--- src/sv/ubcs_pkg.sv ---
`timescale 1ns / 1ps

package ubcs_pkg;

  // request command codes
  localparam logic [2:0] CMD_START = 3'd0;
  localparam logic [2:0] CMD_ADD   = 3'd1;
  localparam logic [2:0] CMD_BYTE  = 3'd2;
  localparam logic [2:0] CMD_READ  = 3'd3;
  localparam logic [2:0] CMD_CLEAR = 3'd4;

  // response status codes
  localparam logic [1:0] ST_OK    = 2'd0;
  localparam logic [1:0] ST_FULL  = 2'd1;
  localparam logic [1:0] ST_RANGE = 2'd2;

  typedef enum logic [3:0] {
    OP_NONE,
    OP_LATCH,
    OP_CLR_INIT,
    OP_CLR_STEP,
    OP_SRCH_INIT,
    OP_SRCH,
    OP_BYTE,
    OP_PAIR_RD,
    OP_PAIR_WR,
    OP_RD_BAD,
    OP_RD_READ,
    OP_DIV_INIT,
    OP_DIV_STEP,
    OP_DIV_FIN,
    OP_VOCAB_CLR,
    OP_PUSH
  } dp_op_t;

  typedef struct packed {
    logic [2:0] cmd;
    logic       clr_last;
    logic       srch_hit;
    logic       srch_miss;
    logic       complete;
    logic       rd_bad;
    logic       div_last;
  } dp_stat_t;

  typedef enum logic [3:0] {
    S_RST_CLEAR,
    S_IDLE,
    S_DISPATCH,
    S_CLEAR,
    S_SRCH_INIT,
    S_SRCH,
    S_PAIR_RD,
    S_PAIR_WR,
    S_RD_WAIT,
    S_DIV_INIT,
    S_DIV,
    S_DIV_FIN,
    S_DONE
  } ctrl_state_t;

endpackage

--- src/sv/ubcs_ctrl.sv ---
`timescale 1ns / 1ps

module ubcs_ctrl
  import ubcs_pkg::*;
(
  input  logic     clk,
  input  logic     rst,
  input  logic     in_valid,
  output logic     in_ready,
  output logic     out_valid,
  input  logic     out_ready,
  input  dp_stat_t stat,
  output dp_op_t   op
);

  ctrl_state_t state, state_next;
  logic        push;

  always_ff @(posedge clk) begin
    if (rst) begin
      state     <= S_RST_CLEAR;
      out_valid <= 1'b0;
    end else begin
      state <= state_next;
      if (push) out_valid <= 1'b1;
      else if (out_ready) out_valid <= 1'b0;
    end
  end

  always_comb begin
    state_next = state;
    op         = OP_NONE;
    in_ready   = 1'b0;
    push       = 1'b0;
    unique case (state)
      S_RST_CLEAR: begin
        op = OP_CLR_STEP;
        if (stat.clr_last) state_next = S_IDLE;
      end
      S_IDLE: begin
        in_ready = 1'b1;
        if (in_valid) begin
          op         = OP_LATCH;
          state_next = S_DISPATCH;
        end
      end
      S_DISPATCH: begin
        priority case (stat.cmd)
          CMD_START: begin
            op         = OP_CLR_INIT;
            state_next = S_CLEAR;
          end
          CMD_ADD: begin
            op         = OP_SRCH_INIT;
            state_next = S_SRCH;
          end
          CMD_BYTE: begin
            op         = OP_BYTE;
            state_next = stat.complete ? S_SRCH_INIT : S_DONE;
          end
          CMD_READ: begin
            op         = stat.rd_bad ? OP_RD_BAD : OP_RD_READ;
            state_next = stat.rd_bad ? S_DONE : S_RD_WAIT;
          end
          CMD_CLEAR: begin
            op         = OP_VOCAB_CLR;
            state_next = S_DONE;
          end
          default: state_next = S_DONE;
        endcase
      end
      S_CLEAR: begin
        op = OP_CLR_STEP;
        if (stat.clr_last) state_next = S_DONE;
      end
      S_SRCH_INIT: begin
        op         = OP_SRCH_INIT;
        state_next = S_SRCH;
      end
      S_SRCH: begin
        op = OP_SRCH;
        if (stat.srch_hit) state_next = (stat.cmd == CMD_BYTE) ? S_PAIR_RD : S_DONE;
        else if (stat.srch_miss) state_next = S_DONE;
      end
      S_PAIR_RD: begin
        op         = OP_PAIR_RD;
        state_next = S_PAIR_WR;
      end
      S_PAIR_WR: begin
        op         = OP_PAIR_WR;
        state_next = S_DONE;
      end
      S_RD_WAIT: state_next = S_DIV_INIT;
      S_DIV_INIT: begin
        op         = OP_DIV_INIT;
        state_next = S_DIV;
      end
      S_DIV: begin
        op = OP_DIV_STEP;
        if (stat.div_last) state_next = S_DIV_FIN;
      end
      S_DIV_FIN: begin
        op         = OP_DIV_FIN;
        state_next = S_DONE;
      end
      S_DONE: begin
        if (!out_valid || out_ready) begin
          op         = OP_PUSH;
          push       = 1'b1;
          state_next = S_IDLE;
        end
      end
      default: state_next = S_IDLE;
    endcase
  end

endmodule

--- config.mk ---
export PLATFORM = sky130hd
export DESIGN_NAME = ubcs_ctrl
export DESIGN_NICKNAME = d
export VERILOG_FILES = /design/src/sv/ubcs_pkg.sv /design/src/sv/ubcs_ctrl.sv
export SDC_FILE = /design/constraint.sdc
export NUM_CORES = 1
export LEC_CHECK = 0
export ABC_CLOCK_PERIOD_IN_PS = 1800
export BUFFER_PORTS_ARGS = -buffer_cell sky130_fd_sc_hd__buf_2
export CAP_MARGIN = 0
export CORE_MARGIN = 1
export CORE_UTILIZATION = 39
export DETAILED_ROUTE_END_ITERATION = 10
export GPL_TIMING_DRIVEN = 0
export PLACE_DENSITY = 0.64
export RECOVER_POWER = 100
export SLEW_MARGIN = 20
export SYNTH_ARGS = -nofsm -noshare
export SYNTH_HDL_FRONTEND = slang
export SYNTH_SLANG_ARGS = --single-unit
--- constraint.sdc ---
create_clock -name clk -period 1.8 [get_ports clk]
set_clock_uncertainty 0.2 [all_clocks]
set_input_delay 0.27 -clock clk [delete_from_list [all_inputs] [get_ports clk]]
set_output_delay 0.27 -clock clk [all_outputs]
set_load 0.02 [all_outputs]
==> results.py <==
metrics = {
    "synthesis": {
        "synthDistinctLibCells": 38,
        "synth_common_cells": "9 x nor2_1, 8 x a21oi_1, 8 x o21ai_0",
        "synth_area_per_cell_um2": 7.07,
        "yosysSeqAreaShare_pct": 14.2,
        "synth_flop_cell": "dfxtp_1",
        "syn_nets": 113,
        "yosysTopAreaCellShare_pct": 14.2,
        "netlist_instances": 100,
        "yosysWarnings": 0,
        "ys_async_sr_fraction_pct": 0,
        "synth_enable_flop_cells": 0,
        "netlist_top_cells_area": "dfxtp_1 14%, a21oi_1 5.7%, o21ai_0 5.7%, nor2b_1 5.3%, nor2_1 4.8%",
        "synth_area_leader_cell": "dfxtp_1",
        "synth.most_common_cell": "nor2_1",
        "ys_ff_latch": 5,
        "synth_area_um2": 707,
    },
    "sta": {
        "tns_ns": -0.414,
        "whs_ns": 0.0743,
        "rsz0062_at_grt": "true",
        "min_period_ns": 2.01,
        "relSlewSlack_pct": 78.3,
        "drv_slew": 0,
        "finalWorstSetupSlack_ns": -0.211,
        "worst_pin_slew_ns": 0.321,
        "setup_violations": 4,
        "max_freq_mhz": 497,
        "hold_viol": 0,
        "finalCritPeriodShare_pct": 112,
    },
    "clock_network": {
        "clock_latency_ns": 0.24,
        "htree_levels": 1,
        "cts_buffers": 3,
        "clockBufferDepth": 2,
        "path_clk_slew_ns": 0.04,
        "holdBufCountCts": 0,
        "cts_sinks": 5,
        "clockRootBuffer": "clkbuf_4",
        "cts_tree": "built",
    },
    "route": {
        "via_per_inst": 5.64,
        "firstDrtPassIters": 4,
        "wl_per_cell_um": 13.3,
        "drcViolationCount": 0,
        "num_vias": 851,
        "ant_nets": 0,
        "drt-total-wl_um": 2010,
        "drtIter0Drc": 24,
    },
    "global_route": {
        "antenna_found_initial": 0,
        "grt_overflow": 0,
        "grt_pass1_vias": 724,
        "grt_start_max_net_pins": 11,
        "grt_usage_pct": 20.7,
        "grt_pass1_wl_um": 3130,
    },
    "finish": {
        "syn_to_final_growth_pct": 37.5,
        "n_antenna_cell": 0,
        "final_core_util_pct": 56.9,
        "layout-drive-gt1-share_pct": 38.1,
        "nets": 140,
    },
    "hold_path": {
        "hp-class": "input pin to flip-flop",
    },
    "power": {
        "ir_worst_vdd_mv": 0.370,
        "leakage_nw": 0.407,
        "p_clk_share_pct": 18.0,
        "power.density_nw_per_um2": 722,
        "p_int_uw": 411,
        "power_switching_uw": 291,
        "combPwrFrac_pct": 63.0,
        "seqPwrFrac_pct": 19.0,
        "swShare_pct": 41.5,
    },
    "status": {
        "status": "finished, violations left",
        "violations": "setup timing",
    },
    "critical_path": {
        "cp.required_ns": 1.33,
        "worst_ep_arrival_time_ns": 1.54,
        "cp_num_buf_inv": 1,
        "critPathLaunchType": "flip-flop",
        "crit_family": "compound AO/OA/AOI/OAI gates",
        "worstSetupPathType": "flip-flop to primary output",
        "end_kind": "primary output",
        "crit_slowest_cell": "dfxtp_1",
        "cp_cell_sequence": "nand2b_1, nor2b_2, a21oi_1, o32a_1, o21ai_1, buf_4",
        "crit_fanout": 3,
        "critPathMaxStageDelay_ns": 0.32,
    },
    "place": {
        "io_buffers": 15,
        "pre_cts_slack_ns": -0.0667,
        "gp_congestion": 0.834,
        "hpwl_um": 1280,
    },
    "floorplan": {
        "die-height_um": 44.6,
        "die_area_um2": 1990,
        "rows": 15,
        "core_area_um2": 1710,
        "die_width_um": 44.6,
        "start_util_pct": 41.4,
        "top_level_ports": 19,
    },
    "run": {
        "cap_violations": 0,
    },
}
power groups by stage:
stage,sequential (mW),combinational (mW),clock (mW)
finish,0.133,0.442,0.126
global route,0.134,0.480,0.142
CTS,0.129,0.421,0.130
detailed placement,0.130,0.375,0
global placement,0.130,0.372,0
floorplan,0.129,0.291,0
routing by layer:
metal  track usage, %  part of all wire, %  vias to the layer above
met2             31.8                   49                       38
met4             7.27                  2.4                        0
li1                 -                    -                      414
met5                0                    0                        -
met3             4.08                  5.5                        6
met1             28.6                   43                      393
final cells by class:
type                    instances  area [µm²]
plain buffers                  10        85.1
clock buffers                   4        26.3
inverters                       2        7.51
repair buffers                 23         150
well taps                      25        31.3
fillers                       159         736
multi-input cells              82         568
flip-flops and latches          5         104
final timing paths:
path	start	to	slack [ns]	cells after the start
worst max-delay path	out_valid	op[0]	-0.21	6
worst min register to register	state[0]	out_valid	0.36	3
worst min-delay path	rst	state[0]	0.07	2
worst max register to register	state[2]	state[1]	0.11	6
state kept, by name, summed over array words and instances, names as in the netlist:
name and flops:
out_valid 1, state 4
metrics by stage:
| stage | power [mW] | instances | cell area (µm²) |
|---|---|---|---|
| floorplan | 0.420 | 100 | 707 |
| global placement | 0.502 | 140 | 813 |
| detailed placement | 0.505 | 140 | 813 |
| CTS | 0.681 | 147 | 918 |
| global route | 0.756 | 151 | 972 |
| finish | 0.702 | 151 | 972 |
cells in the final DEF, fill, tap and decap left out, types with 3 or more instances in the layout:
| cell | count |
|---|---|
| buf_6 | 4 |
| clkbuf_4 | 4 |
| a21oi_1 | 8 |
| buf_4 | 14 |
| nand2_1 | 6 |
| nor2b_1 | 3 |
| nand2b_1 | 5 |
| nor2_1 | 8 |
| o21ai_0 | 7 |
| buf_2 | 11 |
| o21ai_1 | 3 |
| dfxtp_1 | 4 |
| nor3_1 | 5 |
what timing repair did:
action	in CTS	in global routing
setup buffers	3	5
setup endpoints to repair	4	6
pin swaps	3	1
resized for setup	20	8
cells by family (layout without fill, tap and decap cells):
| logic type | after synthesis | in the layout | share of synthesized area, % |
|---|---|---|---|
| and+or+nand+nor | 39 | 39 | 32.4 |
| AOI/OAI and AO/OA | 38 | 38 | 36.5 |
| buffers and inverters | 13 | 39 | 10.4 |
| DFF | 5 | 5 | 14.2 |
| xor gates and xnor gates | 3 | 3 | 3.72 |
| muxes | 2 | 2 | 2.83 |
No activity file was read; power rests on OpenSTA's default activity.
